===== src/hw/rtl/ffdl_pkg.sv =====
// shared constants, types and helper functions of the fractional feedback delay line
// no dependencies; every other file takes names from here by scope
`timescale 1ns / 1ps
`default_nettype none

package ffdl_pkg;

    localparam int SAMPLE_BITS    = 24;
    localparam int STORE_DEPTH    = 131072;
    localparam int ADDR_BITS      = $clog2(STORE_DEPTH);
    localparam int DELAY_BITS     = 17;
    localparam int COEF_BITS      = 16;
    localparam int CFG_DATA_BITS  = 17;
    localparam int CFG_INDEX_BITS = 3;
    localparam int PROD_BITS      = SAMPLE_BITS + 3;
    localparam int MUL_CNT_BITS   = $clog2(COEF_BITS + 1);
    localparam int DMOD_CNT_BITS  = $clog2(DELAY_BITS + 1);
    localparam int FRAC_SHIFT     = 16;
    localparam int GAIN_SHIFT     = 15;

    localparam logic [ADDR_BITS:0]   DEPTH_WIDE = (ADDR_BITS + 1)'(STORE_DEPTH);
    localparam logic [ADDR_BITS-1:0] LAST_ADDR  = ADDR_BITS'(STORE_DEPTH - 1);

    localparam logic [CFG_INDEX_BITS-1:0] REG_DELAY_WHOLE    = CFG_INDEX_BITS'(0);
    localparam logic [CFG_INDEX_BITS-1:0] REG_DELAY_FRACTION = CFG_INDEX_BITS'(1);
    localparam logic [CFG_INDEX_BITS-1:0] REG_FEEDBACK_GAIN  = CFG_INDEX_BITS'(2);
    localparam logic [CFG_INDEX_BITS-1:0] REG_MIX_LEVEL      = CFG_INDEX_BITS'(3);
    localparam logic [CFG_INDEX_BITS-1:0] REG_BYPASS         = CFG_INDEX_BITS'(4);
    localparam logic [CFG_INDEX_BITS-1:0] REG_USE_EXT_FB     = CFG_INDEX_BITS'(5);

    typedef logic signed [SAMPLE_BITS-1:0] sample_t;
    typedef logic signed [PROD_BITS-1:0]   prod_t;

    typedef enum logic [3:0] {
        ST_IDLE,
        ST_RD_A,
        ST_RD_B,
        ST_Y_GO,
        ST_Y_WAIT,
        ST_FB_GO,
        ST_FB_WAIT,
        ST_WRITE,
        ST_MIX_WAIT,
        ST_RD_TAP,
        ST_TAP_GO,
        ST_TAP_WAIT,
        ST_OUT
    } seq_state_t;

    typedef struct packed {
        logic start;
        logic b_signed;
        logic shift16;
    } smul_req_t;

    // clamp to the signed sample range
    function automatic sample_t sat_sample(input logic signed [PROD_BITS:0] v);
        logic pos_ovf;
        logic neg_ovf;
        pos_ovf = !v[PROD_BITS] && (|v[PROD_BITS-1:SAMPLE_BITS-1]);
        neg_ovf = v[PROD_BITS] && !(&v[PROD_BITS-1:SAMPLE_BITS-1]);
        if (pos_ovf)
        begin
            return {1'b0, {(SAMPLE_BITS-1){1'b1}}};
        end
        else if (neg_ovf)
        begin
            return {1'b1, {(SAMPLE_BITS-1){1'b0}}};
        end
        else
        begin
            return v[SAMPLE_BITS-1:0];
        end
    endfunction

endpackage

`default_nettype wire


===== src/hw/rtl/ffdl_smul.sv =====
// shared serial multiplier: one coefficient bit per cycle, then a rounding step
// product of a signed operand one bit wider than a sample and a 16-bit coefficient; depends on ffdl_pkg
`timescale 1ns / 1ps
`default_nettype none

module ffdl_smul (
    input  wire logic                               clk,
    input  wire logic                               rst_n,
    input  wire ffdl_pkg::smul_req_t                req,
    input  wire logic signed [ffdl_pkg::SAMPLE_BITS:0] a_op,
    input  wire logic [ffdl_pkg::COEF_BITS-1:0]     b_op,
    output      logic                               done,
    output      ffdl_pkg::prod_t                    res
);

    localparam int WIDE_BITS = ffdl_pkg::PROD_BITS + ffdl_pkg::COEF_BITS;

    logic                                       busy_reg;
    logic                                       busy_next;
    logic                                       done_reg;
    logic                                       done_next;
    logic [ffdl_pkg::MUL_CNT_BITS-1:0]          cnt_reg;
    logic [ffdl_pkg::MUL_CNT_BITS-1:0]          cnt_next;
    logic signed [ffdl_pkg::SAMPLE_BITS:0]      a_reg;
    logic signed [ffdl_pkg::SAMPLE_BITS:0]      a_next;
    ffdl_pkg::prod_t                            p_reg;
    ffdl_pkg::prod_t                            p_next;
    logic [ffdl_pkg::COEF_BITS-1:0]             q_reg;
    logic [ffdl_pkg::COEF_BITS-1:0]             q_next;
    logic                                       bsig_reg;
    logic                                       bsig_next;
    logic                                       sh16_reg;
    logic                                       sh16_next;
    ffdl_pkg::prod_t                            res_reg;
    ffdl_pkg::prod_t                            res_next;
    ffdl_pkg::prod_t                            a_ext;
    ffdl_pkg::prod_t                            addend;
    ffdl_pkg::prod_t                            sum;
    logic [WIDE_BITS-1:0]                       rnd_add;
    logic [WIDE_BITS-1:0]                       rsum;

    always_comb
    begin
        a_ext = {{(ffdl_pkg::PROD_BITS-ffdl_pkg::SAMPLE_BITS-1){a_reg[ffdl_pkg::SAMPLE_BITS]}},
                 a_reg};
        // the top bit of a signed coefficient weighs negative
        if (!q_reg[0])
        begin
            addend = '0;
        end
        else if (bsig_reg && (cnt_reg == ffdl_pkg::MUL_CNT_BITS'(1)))
        begin
            addend = -a_ext;
        end
        else
        begin
            addend = a_ext;
        end
        sum = p_reg + addend;

        if (sh16_reg)
        begin
            rnd_add = WIDE_BITS'(1) << (ffdl_pkg::FRAC_SHIFT - 1);
        end
        else
        begin
            rnd_add = WIDE_BITS'(1) << (ffdl_pkg::GAIN_SHIFT - 1);
        end
        rsum = {p_reg, q_reg} + rnd_add;

        busy_next = busy_reg;
        done_next = 1'b0;
        cnt_next  = cnt_reg;
        a_next    = a_reg;
        p_next    = p_reg;
        q_next    = q_reg;
        bsig_next = bsig_reg;
        sh16_next = sh16_reg;
        res_next  = res_reg;

        if (req.start)
        begin
            busy_next = 1'b1;
            cnt_next  = ffdl_pkg::MUL_CNT_BITS'(ffdl_pkg::COEF_BITS);
            a_next    = a_op;
            p_next    = '0;
            q_next    = b_op;
            bsig_next = req.b_signed;
            sh16_next = req.shift16;
        end
        else if (busy_reg && (cnt_reg != '0))
        begin
            p_next   = sum >>> 1;
            q_next   = {sum[0], q_reg[ffdl_pkg::COEF_BITS-1:1]};
            cnt_next = cnt_reg - 1'b1;
        end
        else if (busy_reg)
        begin
            if (sh16_reg)
            begin
                res_next = rsum[ffdl_pkg::PROD_BITS+ffdl_pkg::FRAC_SHIFT-1:ffdl_pkg::FRAC_SHIFT];
            end
            else
            begin
                res_next = rsum[ffdl_pkg::PROD_BITS+ffdl_pkg::GAIN_SHIFT-1:ffdl_pkg::GAIN_SHIFT];
            end
            done_next = 1'b1;
            busy_next = 1'b0;
        end
    end

    always_ff @(posedge clk or negedge rst_n)
    begin
        if (!rst_n)
        begin
            busy_reg <= 1'b0;
            done_reg <= 1'b0;
            cnt_reg  <= '0;
        end
        else
        begin
            busy_reg <= busy_next;
            done_reg <= done_next;
            cnt_reg  <= cnt_next;
        end
    end

    always_ff @(posedge clk)
    begin
        a_reg    <= a_next;
        p_reg    <= p_next;
        q_reg    <= q_next;
        bsig_reg <= bsig_next;
        sh16_reg <= sh16_next;
        res_reg  <= res_next;
    end

    assign done = done_reg;
    assign res  = res_reg;

endmodule

`default_nettype wire


===== config.mk =====
export PLATFORM = sky130hd
export DESIGN_NAME = ffdl_smul
export DESIGN_NICKNAME = d
export VERILOG_FILES = /design/src/hw/rtl/ffdl_pkg.sv /design/src/hw/rtl/ffdl_smul.sv
export SDC_FILE = /design/constraint.sdc
export NUM_CORES = 1
export LEC_CHECK = 0
export BUFFER_PORTS_ARGS = -buffer_cell sky130_fd_sc_hd__buf_2
export CORE_MARGIN = 2
export CORE_UTILIZATION = 54
export CTS_CLUSTER_SIZE = 40
export DETAILED_ROUTE_END_ITERATION = 10
export PLACE_DENSITY_LB_ADDON = 0.25
export SYNTH_ARGS = -nofsm -noshare
export SYNTH_HDL_FRONTEND = slang
export SYNTH_SLANG_ARGS = --single-unit

===== constraint.sdc =====
create_clock -name clk -period 4.2 [get_ports clk]
set_clock_uncertainty 0.15 [all_clocks]
set_input_delay 0 -clock clk [delete_from_list [all_inputs] [get_ports clk]]
set_output_delay 0 -clock clk [all_outputs]
set_load 0.02 [all_outputs]

=== Yosys cells after proc, flatten, opt, wreduce, memory -nomap -nowiden ===
Cells that the tools add are included.

* Bits in read-only memories: 0
* RAM bits: 0
* Memories: 0
* Word-level logic and storage cells: 35
* Bits in latches: 0
* Bits in registers: 103
* Input bits: 46

* Muxes and demuxes: 13
* $lt $le $gt $ge: 0
* Equal/unequal tests: 2
* Shifts and indexed selects: 0
* $add $sub $neg: 4
* Bitwise operators: 2
* Div/mod/pow operators: 0
* $mul: 0
* Reduce and logical (&&, ||, !) cells: 5

{| class="wikitable"
|+ Operators with widths
! operator !! count
|-
| two-way mux 27 bit || 3
|-
| two-way mux 16 bit || 3
|-
| adder 42 x 17 -> 43 bit || 1
|-
| adder 26 x 27 -> 27 bit || 1
|-
| negator 25 -> 27 bit || 1
|-
| two-way mux 5 bit || 2
|-
| == test 5 x 1 -> 1 bit, second input constant || 1
|-
| two-way mux 1 bit || 5
|-
| nonzero test 5 bit || 1
|-
| subtractor 5 x 1 -> 5 bit, second input constant || 1
|-
| AND reduction 3 bit || 1
|-
| logical AND 1 bit || 2
|-
| inequality test 2 bit, second input constant || 1
|-
| NOT 1 bit || 2
|-
| nonzero test 2 bit || 1
|}

=== Logic depth before layout (Yosys ltp) ===
* Word-level depth: 7
* Mapped depth: 18
* Gate-level depth less buffers: 15

=== Least setup slack after synthesis ===
OpenSTA, ideal clock, no wires.

* Path kind: register to register
* Start: reg a_reg[8] in the netlist's numbering
* End: reg, netlist name p_reg[25]
* Cell stages (with the launch flop): 16
* Period minus slack after synthesis: 4396 ps
* Path buffers: 2
* Arrival: 4175 ps
* Path slack: -196 ps
* Cells stage by stage: edfxtp_1 or4_4 or4_4 or3_1 o21ai_0 xnor2_1 and2_1 ha_1 clkbuf_1 and3_1 clkbuf_1 nand2_1 a311o_1 and3_1 or4_1 a21oi_1

* Longest elaborated chain between the ends: 4

{| class="wikitable"
|+ RTL lines
! item !! RTL line !! text
|-
| start, declared || ffdl_smul.sv:24 || <nowiki>logic signed [ffdl_pkg::SAMPLE_BITS:0] a_reg;</nowiki>
|-
| start signal, assigned || ffdl_smul.sv:130 || <nowiki>a_reg <= a_next;</nowiki>
|-
| negator 25 -> 27 bit || ffdl_smul.sv:53 || <nowiki>addend = -a_ext;</nowiki>
|-
| two-way mux 27 bit (*) || ffdl_smul.sv:51 || <nowiki>else if (bsig_reg && (cnt_reg == ffdl_pkg::MUL_CNT_BITS'(1)))</nowiki>
|-
| two-way mux 27 bit (*) || ffdl_smul.sv:47 || <nowiki>if (!q_reg[0])</nowiki>
|-
| adder 26 x 27 -> 27 bit (*) || ffdl_smul.sv:59 || <nowiki>sum = p_reg + addend;</nowiki>
|}

Every way passes the cells marked *; elsewhere a longest branch is shown, timed or not.
A chain may end at the register's enable or synchronous reset.

=== Worst setup path in the final report ===
* Start: reg a_reg[3] in the netlist's numbering
* End: reg, netlist name p_reg[25]

* Longest elaborated chain between the ends: 4

{| class="wikitable"
|+ RTL lines
! item !! RTL line
|-
| negator 25 -> 27 bit || ffdl_smul.sv:53
|-
| two-way mux 27 bit (*) || ffdl_smul.sv:51
|-
| two-way mux 27 bit (*) || ffdl_smul.sv:47
|-
| adder 26 x 27 -> 27 bit (*) || ffdl_smul.sv:59
|}

Marked as above.

==> impl_results.md <==
* Share of cells above drive strength 1 at 0.2144
* Critical path's most frequent cell: or4_4
* CTS buffer count at 9
* Fmax achieved at 236.2 MHz
* Yosys top cell area share at 0.3092
* Total Routing Usage GR at 0.2567
* Cells after Synth at 732
* Largest net degree at the start of global routing at 70
* Pleak at 3.300 nW
* Synth Net Count at 811
* Crit end category: flop
* Die Width at 116.2 um
* Post-detail-place hpwl at 12.18 mm
* Core Box Area at 0.01216 mm^2
* CTS max path bufs at 2
* Setup WS pre-CTS at -0.05605 ns
* Required time worst endpoint at 4.33 ns
* Ant diodes at 0
* # IOs at 74
* Initial Utilization at 0.5590
* Final hold vios at 0
* Register bit count reported by yosys at 103
* Avg Cell Area, Syn at 9.287 um^2
* Most frequent cells after synthesis: nand2_1 (72), edfxtp_1 (70), o21ai_0 (69)
* CTS tree: yes
* Max Slew Vio Count at 0
* DRT iter0 DRCs at 524
* Unique masters post-synth at 66
* Max reg flops at 27
* CP Launch Point: a_reg[3]
* Worst-path clk slew at 0.07 ns
* Buf/Inv on CP at 0
* Area Growth Syn to Fin at 24.42%
* GRT overflow at 0
* Failing checks: setup timing
* Fin nets at 946
* Die extent in y at 116.2 um
* CP max-delay cell: or4_4
* Synth Cell Area at 0.006798 mm^2
* Tightest Hold Check Type: in -> reg
* EDFF count, synth at 70
* RD Place Congestion at 0.9870
* Routed length per instance at 16.24 um
* CP delay by family, top: simple AND/OR/NAND/NOR gates
* CP max stage delay at 0.55 ns
* Slew Limit Headroom at 0.4364
* Remaining DRCs at 0
* Root Driver: clkbuf_16
* Vias/cell at 5.747
* TNS Setup at -0.03282 ns
* First-pass GRT wire length at 27.12 mm
* Yosys warnings at 0
* Vias in the first global route at 5752
* Via count at 5977
* Depth of the CTS H-tree at 3
* WHS at 0.1138 ns
* Top cells by area, synth: edfxtp_1 (31%), dfxtp_1 (7.7%), ha_1 (5.7%)
* Number of core rows at 40
* Synth Flop Type: edfxtp_1
* Yosys top cell by area: edfxtp_1
* Clk_lat worst skew at 0.36 ns
* Initial DRT Pass Iterations at 5
* Die area at 0.01350 mm^2
* Worst EP arrival at 4.36 ns
* Crit-path cells: or4_4, or4_4, o41ai_2, xnor2_1, and2_1, ha_4, nand4_1, nor2_4, o211ai_1, a311o_1, and3_4, or4_1, a21oi_1
* Worst Max-Slew Pin Slew at 0.8445 ns
* Max VDD drop at 0.2888 mV
* Status: finished, violations left
* Final setup fails at 1
* Count leader, synth: nand2_1
* Final wirelength at 16.89 mm
* Total Power at 0.004368 W
* Number of antenna violations at the first check in global routing at 0
* Post-synth ARST share at 0.06796
* Worst Path Max Fanout at 5
* ANT nets after route at 0
* CTS sink count at 103
* Power Density at 516.4 mW/mm^2
* Fin crit period at 4.233 ns
* Final Worst Setup Slack at -0.03282 ns
* Max cap viols at 0
* RSZ-0062 raised after global routing: true
* Period utilisation layout at 1.008
* Worst r2r src: a_reg[3]
* Startpoint types: flop
* I/O Buffers at 73
* Filler cell count at 941
* Seq/Total Area, Yosys at 0.4116
* Fin util at 0.6955
* CP Class: reg -> reg
* Worst hold start: req[2]
-- report_power, final --
part | leakage (nW) | internal, W | switching, W
combinational | 2.18 | 0.000865 | 0.000999
clock | 0.137 | 0.000437 | 0.000367
sequential | 0.981 | 0.00136 | 0.000337
total | 3.30 | 0.00266 | 0.00170
-- worst min-delay path, stage by stage --
cell and delay, ns:
buf_2 0.10, buf_4 0.30, nor2_1 0.16
-- through the flow --
| step | instances | instance area, um^2 |
|---|---|---|
| 3_5_place_dp | 977 | 7567 |
| 3_3_place_gp | 977 | 7567 |
| 4_1_cts | 1039 | 8333 |
| 2_1_floorplan | 732 | 6807 |
| 6_report | 1040 | 8458 |
| 5_1_grt | 1040 | 8458 |
-- cell families (layout without fill, tap and decap cells) --
group,count (synthesis),count (layout),synth area share
xor gates and xnor gates,53,53,0.06829
adders and majority gates,33,33,0.06295
AOI/OAI and AO/OA,221,221,0.2069
and+or+nand+nor,231,231,0.1728
buffers and inverters,65,205,0.03608
DFF,103,103,0.4116
muxes,26,26,0.04141
-- placed cells by master, fill, tap and decap left out, types with 23 or more instances in the layout --
cell	synthesis	final
buf_4	0	47
a21oi_1	42	39
inv_1	23	23
nor2_1	36	34
ha_1	31	26
edfxtp_1	70	70
dfxtp_1	26	26
xnor2_1	32	32
nand2_1	72	71
and2_1	25	25
buf_2	1	73
dlygate4sd3_1	0	45
o21ai_0	69	64
a31oi_1	26	24
-- routing by layer --
metal / GRT usage / wire (um) / vias up
met5: 0 / 0 / -
met4: 0.09365 / 309 / 0
met3: 0.03425 / 861 / 24
met2: 0.4398 / 8121 / 213
met1: 0.3346 / 7601 / 2736
li1: - / - / 3004
-- area by class of cell --
type                            count  area (um^2)  area share
Multi-Input combinational cell    564         3905      0.4617
Sequential cell                   103         2798      0.3308
Inverter                           23        86.33     0.01021
Timing Repair Buffer              166         1180      0.1395
Clock buffer                       14        264.0     0.03121
Clock inverter                      2        15.01    0.001775
Tap cell                          168        210.2     0.02485
-- final timing paths --
kind                       cells past startpoint    endpoint  slack, ns
setup / recovery                              13   p_reg[25]      -0.03
hold / removal                                 3  cnt_reg[3]       0.11
setup reg to reg                              13   p_reg[25]      -0.03
hold reg to reg                                2   p_reg[10]       0.41
max in group asynchronous                      3  cnt_reg[1]       3.17
min in group asynchronous                      3        done       0.46
-- repair_timing --
action	CTS	global route
hold buffers	45	0
buffers inserted	1	2
setup endpoints to repair	1	8
cloned	0	0
hold endpoints to repair	50	0
resized for setup	7	22
pin swaps	3	11
Note: power is estimated with default switching activity, not from simulation.
