==> src/hw/rtl/ffdl_pkg.sv <==
// shared constants, types and helper functions of the fractional feedback delay line
// no dependencies; every other file takes names from here by scope
`timescale 1ns / 1ps
`default_nettype none

package ffdl_pkg;

    localparam int SAMPLE_BITS    = 24;
    localparam int STORE_DEPTH    = 131072;
    localparam int ADDR_BITS      = $clog2(STORE_DEPTH);
    localparam int DELAY_BITS     = 17;
    localparam int COEF_BITS      = 16;
    localparam int CFG_DATA_BITS  = 17;
    localparam int CFG_INDEX_BITS = 3;
    localparam int PROD_BITS      = SAMPLE_BITS + 3;
    localparam int MUL_CNT_BITS   = $clog2(COEF_BITS + 1);
    localparam int DMOD_CNT_BITS  = $clog2(DELAY_BITS + 1);
    localparam int FRAC_SHIFT     = 16;
    localparam int GAIN_SHIFT     = 15;

    localparam logic [ADDR_BITS:0]   DEPTH_WIDE = (ADDR_BITS + 1)'(STORE_DEPTH);
    localparam logic [ADDR_BITS-1:0] LAST_ADDR  = ADDR_BITS'(STORE_DEPTH - 1);

    localparam logic [CFG_INDEX_BITS-1:0] REG_DELAY_WHOLE    = CFG_INDEX_BITS'(0);
    localparam logic [CFG_INDEX_BITS-1:0] REG_DELAY_FRACTION = CFG_INDEX_BITS'(1);
    localparam logic [CFG_INDEX_BITS-1:0] REG_FEEDBACK_GAIN  = CFG_INDEX_BITS'(2);
    localparam logic [CFG_INDEX_BITS-1:0] REG_MIX_LEVEL      = CFG_INDEX_BITS'(3);
    localparam logic [CFG_INDEX_BITS-1:0] REG_BYPASS         = CFG_INDEX_BITS'(4);
    localparam logic [CFG_INDEX_BITS-1:0] REG_USE_EXT_FB     = CFG_INDEX_BITS'(5);

    typedef logic signed [SAMPLE_BITS-1:0] sample_t;
    typedef logic signed [PROD_BITS-1:0]   prod_t;

    typedef enum logic [3:0] {
        ST_IDLE,
        ST_RD_A,
        ST_RD_B,
        ST_Y_GO,
        ST_Y_WAIT,
        ST_FB_GO,
        ST_FB_WAIT,
        ST_WRITE,
        ST_MIX_WAIT,
        ST_RD_TAP,
        ST_TAP_GO,
        ST_TAP_WAIT,
        ST_OUT
    } seq_state_t;

    typedef struct packed {
        logic start;
        logic b_signed;
        logic shift16;
    } smul_req_t;

    // clamp to the signed sample range
    function automatic sample_t sat_sample(input logic signed [PROD_BITS:0] v);
        logic pos_ovf;
        logic neg_ovf;
        pos_ovf = !v[PROD_BITS] && (|v[PROD_BITS-1:SAMPLE_BITS-1]);
        neg_ovf = v[PROD_BITS] && !(&v[PROD_BITS-1:SAMPLE_BITS-1]);
        if (pos_ovf)
        begin
            return {1'b0, {(SAMPLE_BITS-1){1'b1}}};
        end
        else if (neg_ovf)
        begin
            return {1'b1, {(SAMPLE_BITS-1){1'b0}}};
        end
        else
        begin
            return v[SAMPLE_BITS-1:0];
        end
    endfunction

endpackage

`default_nettype wire

==> src/hw/rtl/ffdl_dmod.sv <==
// reduces the whole delay modulo the store depth, one delay bit per cycle
// restoring remainder; depends on ffdl_pkg
`timescale 1ns / 1ps
`default_nettype none

module ffdl_dmod (
    input  wire logic                               clk,
    input  wire logic                               rst_n,
    input  wire logic                               start,
    input  wire logic [ffdl_pkg::DELAY_BITS-1:0]    delay,
    output      logic                               busy,
    output      logic [ffdl_pkg::ADDR_BITS-1:0]     rem
);

    logic                                   busy_reg;
    logic                                   busy_next;
    logic [ffdl_pkg::DMOD_CNT_BITS-1:0]     cnt_reg;
    logic [ffdl_pkg::DMOD_CNT_BITS-1:0]     cnt_next;
    logic [ffdl_pkg::DELAY_BITS-1:0]        sh_reg;
    logic [ffdl_pkg::DELAY_BITS-1:0]        sh_next;
    logic [ffdl_pkg::ADDR_BITS-1:0]         rem_reg;
    logic [ffdl_pkg::ADDR_BITS-1:0]         rem_next;
    logic [ffdl_pkg::ADDR_BITS:0]           trial;

    always_comb
    begin
        busy_next = busy_reg;
        cnt_next  = cnt_reg;
        sh_next   = sh_reg;
        rem_next  = rem_reg;
        // shift in the next delay bit, subtract the depth when it fits
        trial     = {rem_reg, sh_reg[ffdl_pkg::DELAY_BITS-1]};
        if (start)
        begin
            busy_next = 1'b1;
            cnt_next  = ffdl_pkg::DMOD_CNT_BITS'(ffdl_pkg::DELAY_BITS);
            sh_next   = delay;
            rem_next  = '0;
        end
        else if (busy_reg)
        begin
            if (trial >= ffdl_pkg::DEPTH_WIDE)
            begin
                rem_next = ffdl_pkg::ADDR_BITS'(trial - ffdl_pkg::DEPTH_WIDE);
            end
            else
            begin
                rem_next = trial[ffdl_pkg::ADDR_BITS-1:0];
            end
            sh_next  = {sh_reg[ffdl_pkg::DELAY_BITS-2:0], 1'b0};
            cnt_next = cnt_reg - 1'b1;
            if (cnt_reg == ffdl_pkg::DMOD_CNT_BITS'(1))
            begin
                busy_next = 1'b0;
            end
        end
    end

    always_ff @(posedge clk or negedge rst_n)
    begin
        if (!rst_n)
        begin
            busy_reg <= 1'b0;
            cnt_reg  <= '0;
            sh_reg   <= '0;
            rem_reg  <= '0;
        end
        else
        begin
            busy_reg <= busy_next;
            cnt_reg  <= cnt_next;
            sh_reg   <= sh_next;
            rem_reg  <= rem_next;
        end
    end

    assign busy = busy_reg;
    assign rem  = rem_reg;

endmodule

`default_nettype wire

==> config.mk <==
export PLATFORM = sky130hd
export DESIGN_NAME = ffdl_dmod
export DESIGN_NICKNAME = d
export VERILOG_FILES = /design/src/hw/rtl/ffdl_pkg.sv /design/src/hw/rtl/ffdl_dmod.sv
export SDC_FILE = /design/constraint.sdc
export NUM_CORES = 1
export LEC_CHECK = 0
export ABC_AREA = 1
export BUFFER_PORTS_ARGS = -buffer_cell sky130_fd_sc_hd__buf_2
export CORE_ASPECT_RATIO = 0.5
export CORE_MARGIN = 1
export CORE_UTILIZATION = 48
export DETAILED_ROUTE_END_ITERATION = 12
export MAX_ROUTING_LAYER = met4
export PLACE_DENSITY = 0.71
export SYNTH_ARGS = -nofsm -noshare
export SYNTH_HDL_FRONTEND = slang
export SYNTH_SLANG_ARGS = --single-unit
export TNS_END_PERCENT = 100
==> constraint.sdc <==
create_clock -name clk -period 1.1 [get_ports clk]
set_input_delay 0.165 -clock clk [delete_from_list [all_inputs] [get_ports clk]]
set_output_delay 0.165 -clock clk [all_outputs]
set_load 0.1 [all_outputs]
Yosys cells after proc, flatten, opt, wreduce, memory -nomap -nowiden
Cells that the tools add are included. W data, S select, Z words.

Add/subtract/negate cells: 2. Multiply operators: 0. Divide/modulo/power cells: 0. Order comparisons: 1. Equal/unequal tests: 1. Shifts and indexed selects: 0. Muxes and demuxes: 10. Bitwise logic cells: 0. Reduce and logical (&&, ||, !) cells: 1.

Operators by type and width (count): $mux W17 (5); $ge A18 B18 Y1 const B (1); $sub A17 B1 Y17 const B (1); $mux W5 (2); $eq A5 B1 Y1 const B (1); $sub A5 B1 Y5 const B (1); $mux W1 (3); $reduce_bool A2 Y1 (1).

Flip-flop bits (word level): 40. Latch bits: 0. Memory bits (writable): 0. Memory bits (read-only): 0. Bits of input ports: 20. Output and inout bits: 18. Logic and storage cells: 19. Memories kept: 0.

Logic depth before layout (Yosys ltp)
Gate-level depths: netlist of run 1.

Depth after elaboration: 4. Depth in mapped cells: 7.

Worst setup path after synthesis of run 1
No wires, ideal clock.

Path kind: reg-to-reg. Start: reg busy_reg (netlist: busy). End: reg sh_reg[1] (netlist name). Library setup time: 0.127 ns. Arrival: 1.584 ns. Required time: 0.973 ns. Path slack: -0.611 ns. Cell stages (with the launch flop): 8. Path buffers: 2. Path through: dfrtp_1 buf_6 inv_6 nand2_8 inv_6 buf_6 nand2_2 o211ai_2.

Longest elaborated chain between the ends: 1.

Ends and longest elaborated chain: start: declaration (RTL line ffdl_dmod.sv:15) `logic busy_reg;`; start signal: assignment (RTL line ffdl_dmod.sv:70) `busy_reg <= busy_next;`; $reduce_bool A2 Y1 (no source line); end signal: assignment (RTL line ffdl_dmod.sv:72) `sh_reg <= sh_next;`; end: declaration (RTL line ffdl_dmod.sv:19) `logic [ffdl_pkg::DELAY_BITS-1:0] sh_reg;`.

No other way between the ends. A chain may end at the register's enable or synchronous reset.

Final worst setup path of run 1
Start: reg busy_reg (netlist: busy). End: out busy.

RTL lines: end: declaration (RTL line ffdl_dmod.sv:11) `output logic busy,`.

No word-level cell between the ends.

==> flow_summary.yaml, run 1 <==
logic_synthesis:
  ys_seq_elements: 40
  avgSynthCellArea_sq_um: 9.11
  syn_area_sq_um: 1800
  synth-warning-count: 0
  synth_nets: 219
  ys_types: 21
  synth-seq-area-share_pct: 55.7
  synthCells: 197
global_routing:
  grt_usage_pct: 23.1
  grt_pass1_wl_mm: 6.38
  antenna_found_initial: 0
  grt_pass1_vias: 1375
  grt_max_degree: 18
  grt_overflow: 0
timing:
  finalMaxSlewViolations: 0
  setup_violations: 41
  fmax_mhz: 796
  tightest_slew_ps: 450
  finalHoldViolCount: 0
  holdWs_ps: 95.3
  layout_setup_ws_ps: -156
  min_period_ps: 1260
  slew-limit-headroom_pct: 70.0
  rsz0062_at_grt: "yes"
  finClkSkew_ps: 4.91
  min_period_over_period_pct: 114
layout:
  nFillCells: 151
  syn_to_final_growth_pct: 67.7
  drive_gt1_share_pct: 56.9
  layout.cells.non_filler: 311
  diodes: 0
  fin_area_sq_um: 3010
  final_nets: 281
clock_tree:
  clockRootBuffer: "clkbuf_8"
  insertion_delay_ps: 290
  clock_path_buffers: 2
  path_clk_slew_ps: 80
  cts_sinks: 40
  h-tree-depth: 2
  tritoncts: "yes"
  cts_buffers: 5
worst_setup_path:
  ff2ff_setup_slack_ps: -150
  crit_path_max_fanout: 2
  start_kind: "register"
  end_kind: "primary output"
  worstSetupPathType: "register to primary output"
  crit_arrival_ps: 1090
  worstPathRequired_ps: 940
detailed_routing:
  drt-vias-per-instance: 5.52
  wirelength_mm: 5.51
  route.detailed.drc: 0
  route.detailed.wl_per_inst_um: 17.7
  drtIter0Drc: 83
  dr.pass1.iters: 4
  ant_nets: 0
  num_vias: 1718
placed_design:
  portBuffers: 37
  dpl_cell_area_sq_um: 2290
  dp_cells: 281
  gp_congestion: 0.820
  dp_slack_ps: -23.5
  hpwlAfterDp_mm: 2.57
floorplanning:
  io_pins: 38
  start_util_pct: 51.2
  die_y_um: 45.2
  die_w_um: 88.5
  die_area_sq_um: 4000
  core_area_sq_um: 3510
  num_rows: 15
flow_run:
  maxCapViolations: 0
run_status:
  status: "finished with violations"
  violations: "negative setup slack"
min_path:
  hp-class: "input port to register"
power:
  p_per_area_nw_per_um2: 1630
  p_leak_nw: 1.65
  p_total_w: 0.00491
  vdd.ir_drop.worst_mv: 0.942
-- synth_stat cells (all sizes together) --
library cell,count,area [sq um]
nand2,84,337
dfrtp,40,1000
nand3,32,160
buf,10,90.1
inv,10,52.6
nor2,6,38.8
o21ai,4,23.8
a22oi,3,22.5
a21oi,2,13.8
ha,2,25.0
nand4,2,12.5
o211ai,1,12.5
o22ai,1,6.26
-- layer usage --
layer	vias up	share of wire [%]	track usage, %	wire, um
met3	18	7.5	6.58	411
met1	853	41	29.6	2270
met5	-	0	-	0
met4	0	2.3	6.77	129
met2	83	49	36.3	2700
li1	764	-	-	-
-- cell type report --
type	instances	area, sq um	area share (%)
clock buffers	8	90.1	2.99
inverters	10	71.3	2.37
multi-input cells	139	986	32.8
flip-flops and latches	40	1020	33.8
well taps	51	63.8	2.12
repair buffers	59	693	23.0
repair inverters	4	87.6	2.91
-- per-stage QoR --
stage	TNS, ps	util (%)
final	-3550	85.8
after CTS	-1630	71.7
after global routing	-5150	85.8
after detailed placement	-92.5	65.3
after floorplan	-7580	-
after global placement	0	65.3
-- where the power goes --
part | internal [W] | switching (W)
Sequential | 0.00171 | 0.000253
Combinational | 0.000761 | 0.00116
Clock | 0.000512 | 0.000515
-- worst max-delay path: stages, from the launching register on --
cell and delay, ps:
dfrtp_4 510, buf_12 140, buf_12 150
-- repair_timing --
| item | CTS | global route |
|---|---|---|
| hold buffers | 1 | 0 |
| gates cloned | 5 | 1 |
| setup endpoints to repair | 24 | 49 |
| pin swaps | 2 | 13 |
| endpoints found under the hold margin | 15 | 0 |
| setup buffers | 4 | 11 |
| gates resized for setup | 12 | 96 |
-- path summary, 6_finish.rpt --
check / startpoint / end / cells after the start
worst max-delay path: busy$_DFF_PN0_ / busy / 2
worst min-delay path: delay[6] / sh_reg[6]$_DFFE_PN0P_ / 3
worst max register to register: busy$_DFF_PN0_ / cnt_reg[3]$_DFFE_PN0P_ / 6
worst min register to register: sh_reg[3]$_DFFE_PN0P_ / sh_reg[3]$_DFFE_PN0P_ / 2
max in group asynchronous: rst_n / sh_reg[10]$_DFFE_PN0P_ / 3
min in group asynchronous: rst_n / rem[13]$_DFFE_PN0P_ / 2
-- cell families after synthesis --
| logic type | synth area share [%] |
|---|---|
| AND/OR/NAND/NOR | 30.5 |
| flip-flops | 55.7 |
| buffers and inverters | 7.94 |
| AO/OA/AOI/OAI | 4.39 |
| adder cells (fa/ha/maj) | 1.39 |
-- cells in the final DEF, fill, tap and decap left out, types with 2 or more instances in the layout --
| master | synthesis | routed |
|---|---|---|
| nor2_1 | 5 | 4 |
| clkbuf_1 | 0 | 2 |
| nand2_8 | 1 | 2 |
| nand3_1 | 32 | 19 |
| dfrtp_2 | 0 | 11 |
| o21ai_2 | 1 | 3 |
| a22oi_2 | 0 | 3 |
| buf_6 | 6 | 2 |
| clkinv_16 | 0 | 2 |
| nand2_1 | 81 | 48 |
| inv_1 | 7 | 6 |
| clkinv_8 | 0 | 2 |
| buf_4 | 1 | 14 |
| nand2_2 | 2 | 15 |
| clkbuf_8 | 0 | 6 |
| nand3_2 | 0 | 13 |
| nand4_1 | 2 | 2 |
| buf_2 | 3 | 19 |
| buf_12 | 0 | 23 |
| dfrtp_1 | 40 | 28 |
| nand2_4 | 0 | 20 |
Power figures use the tool's default switching activity.
==> run 2: changes to the inputs <==
--- a/config.mk
+++ b/config.mk
@@ -9,10 +9,10 @@
 export BUFFER_PORTS_ARGS = -buffer_cell sky130_fd_sc_hd__buf_2
 export CORE_ASPECT_RATIO = 0.5
 export CORE_MARGIN = 1
-export CORE_UTILIZATION = 48
+export CORE_UTILIZATION = 57
 export DETAILED_ROUTE_END_ITERATION = 12
 export MAX_ROUTING_LAYER = met4
-export PLACE_DENSITY = 0.71
+export PLACE_DENSITY = 0.8
 export SYNTH_ARGS = -nofsm -noshare
 export SYNTH_HDL_FRONTEND = slang
 export SYNTH_SLANG_ARGS = --single-unit
==> constraint.sdc (replaced) <==
create_clock -name clk -period 1.56 [get_ports clk]
set_input_delay 0.234 -clock clk [delete_from_list [all_inputs] [get_ports clk]]
set_output_delay 0.234 -clock clk [all_outputs]
set_load 0.1 [all_outputs]
==> flow_summary.yaml, run 2 (same netlist as run 1, synthesis figures left out) <==
run_status:
  status: "finished clean"
worst_setup_path:
  rr_worst_depth: 5
  worstPathRequired_ps: 1330
  reg2reg_to: "rem[16]$_DFFE_PN0P_"
  end_kind: "primary output"
  crit_chain: "buf_4, buf_12"
  crit_arrival_ps: 1170
  crit_path_max_fanout: 13
  worst_path_dominant_cell_family: "flip-flops"
  start_kind: "register"
  r2r_start: "busy$_DFF_PN0_"
  ff2ff_setup_slack_ps: 410
  crit_buf_inv: 2
  crit_path_max_incr_delay_ps: 460
  crit_path_top_delay_cell: "dfrtp_2"
  worstSetupPathType: "register to primary output"
floorplanning:
  num_rows: 13
  core_area_sq_um: 2780
  die_w_um: 81.4
  die_area_sq_um: 3390
  die_y_um: 41.7
  start_util_pct: 64.6
  io_pins: 38
global_routing:
  grt_max_degree: 34
  antenna_found_initial: 0
  grt_pass1_vias: 1255
  grt_overflow: 0
  grt_usage_pct: 22.8
  grt_pass1_wl_mm: 5.58
placed_design:
  gp_congestion: 0.784
  hpwlAfterDp_mm: 2.27
  portBuffers: 37
  dp_slack_ps: 369
  dp_cells: 264
detailed_routing:
  route.detailed.drc: 0
  wirelength_mm: 3.31
  drtIter0Drc: 79
  ant_nets: 0
  route.detailed.wl_per_inst_um: 12.1
  num_vias: 1406
  drt-vias-per-instance: 5.15
  dr.pass1.iters: 4
min_path:
  hold_end: "sh_reg[9]$_DFFE_PN0P_"
  hold_path_depth: 3
  worstHoldStart: "delay[9]"
  hp-class: "input port to register"
timing:
  finalSetupTns_ps: 0
  slew-limit-headroom_pct: 67.4
  tightest_slew_ps: 492
  layout_setup_ws_ps: 159
  finalHoldViolCount: 0
  min_period_ps: 1400
  min_period_over_period_pct: 89.8
  rsz0062_at_grt: "no"
  finalMaxSlewViolations: 0
  finClkSkew_ps: 10.2
  setup_violations: 0
  fmax_mhz: 714
clock_tree:
  insertion_delay_ps: 290
  clockRootBuffer: "clkbuf_8"
  cts_resized: 0
  cts_buffers: 5
  tritoncts: "yes"
  clock_path_buffers: 2
  postCtsSetupBuffers: 0
  h-tree-depth: 2
  cts_sinks: 40
  path_clk_slew_ps: 80
layout:
  diodes: 0
  syn_to_final_growth_pct: 15.8
  final_nets: 257
  nFillCells: 214
  layout.cells.non_filler: 273
  layout_common_cells: "nand2_1 (81), dfrtp_1 (39), buf_2 (36)"
  multiInputGateArea_sq_um: 652
  final-seq-area_sq_um: 1000
  final_common_cell: "nand2_1"
  drive_gt1_share_pct: 24.2
power:
  p_total_w: 0.00274
  vdd.ir_drop.worst_mv: 0.620
  p_leak_nw: 1.14
  p_per_area_nw_per_um2: 1320
flow_run:
  maxCapViolations: 0
run 2: cell count changes in the layout (fill, tap and decap cells not counted), sizes merged:
cell | previous run | this run
clkinv | 4 | 1
nor2 | 7 | 6
clkbuf | 8 | 7
buf | 58 | 40
nand2 | 85 | 84
run 2: worst max path at each step:
| stage | from | end | slack (ps) | cells past startpoint |
|---|---|---|---|---|
| 2_1_floorplan | busy$_DFF_PN0_ | sh_reg[1]$_DFFE_PN0P_ | 130 | 7 |
| 3_3_place_gp | start | sh_reg[3]$_DFFE_PN0P_ | 410 | 6 |
| 3_5_place_dp | start | sh_reg[11]$_DFFE_PN0P_ | 370 | 6 |
| 4_1_cts | busy$_DFF_PN0_ | busy | 160 | 2 |
| 5_1_grt | busy$_DFF_PN0_ | busy | 110 | 2 |
| 6_report | busy$_DFF_PN0_ | busy | 160 | 2 |
run 2: where the power goes:
group          switching [W]  internal, W  total [W]
Combinational       0.000523     0.000243   0.000766
Sequential          0.000115      0.00120    0.00131
Clock               0.000344     0.000314   0.000658
run 2: per-stage QoR:
| step | hold slack, ps | util (%) | instance area, sq um |
|---|---|---|---|
| after floorplan | -61.6 | - | 1800 |
| after global placement | 200 | 71.5 | 1990 |
| after detailed placement | 207 | 71.5 | 1990 |
| after CTS | 159 | 74.8 | 2080 |
| after global routing | 166 | 74.8 | 2080 |
| final | 163 | 74.8 | 2080 |
run 2: cell type report:
class	instances	area share (%)
clock buffers	7	3.67
clock inverters	1	0.241
inverters	10	2.53
multi-input cells	137	31.3
flip-flops and latches	40	48.2
well taps	37	2.23
repair buffers	41	11.8
run 2: repair_timing:
item                                    4_1_cts  5_1_grt
endpoints found under the hold margin        18        0
endpoints found under the setup margin        0        0
hold buffers                                  1        0
run 2: layer usage:
layer  wire [um]  part of all wire (%)  global-route usage (%)
met1        1610                    49                    30.6
met2        1480                    45                    32.2
met3         196                   5.9                    7.47
met4          18                  0.54                    8.21
met5           0                     0                       -
run 2: worst reg2reg max path: stages, from the launching register on:
cell     delay [ps]
dfrtp_2         470
inv_6           130
nand2_8          90
inv_6           210
nand2_1         110
o21ai_2          70
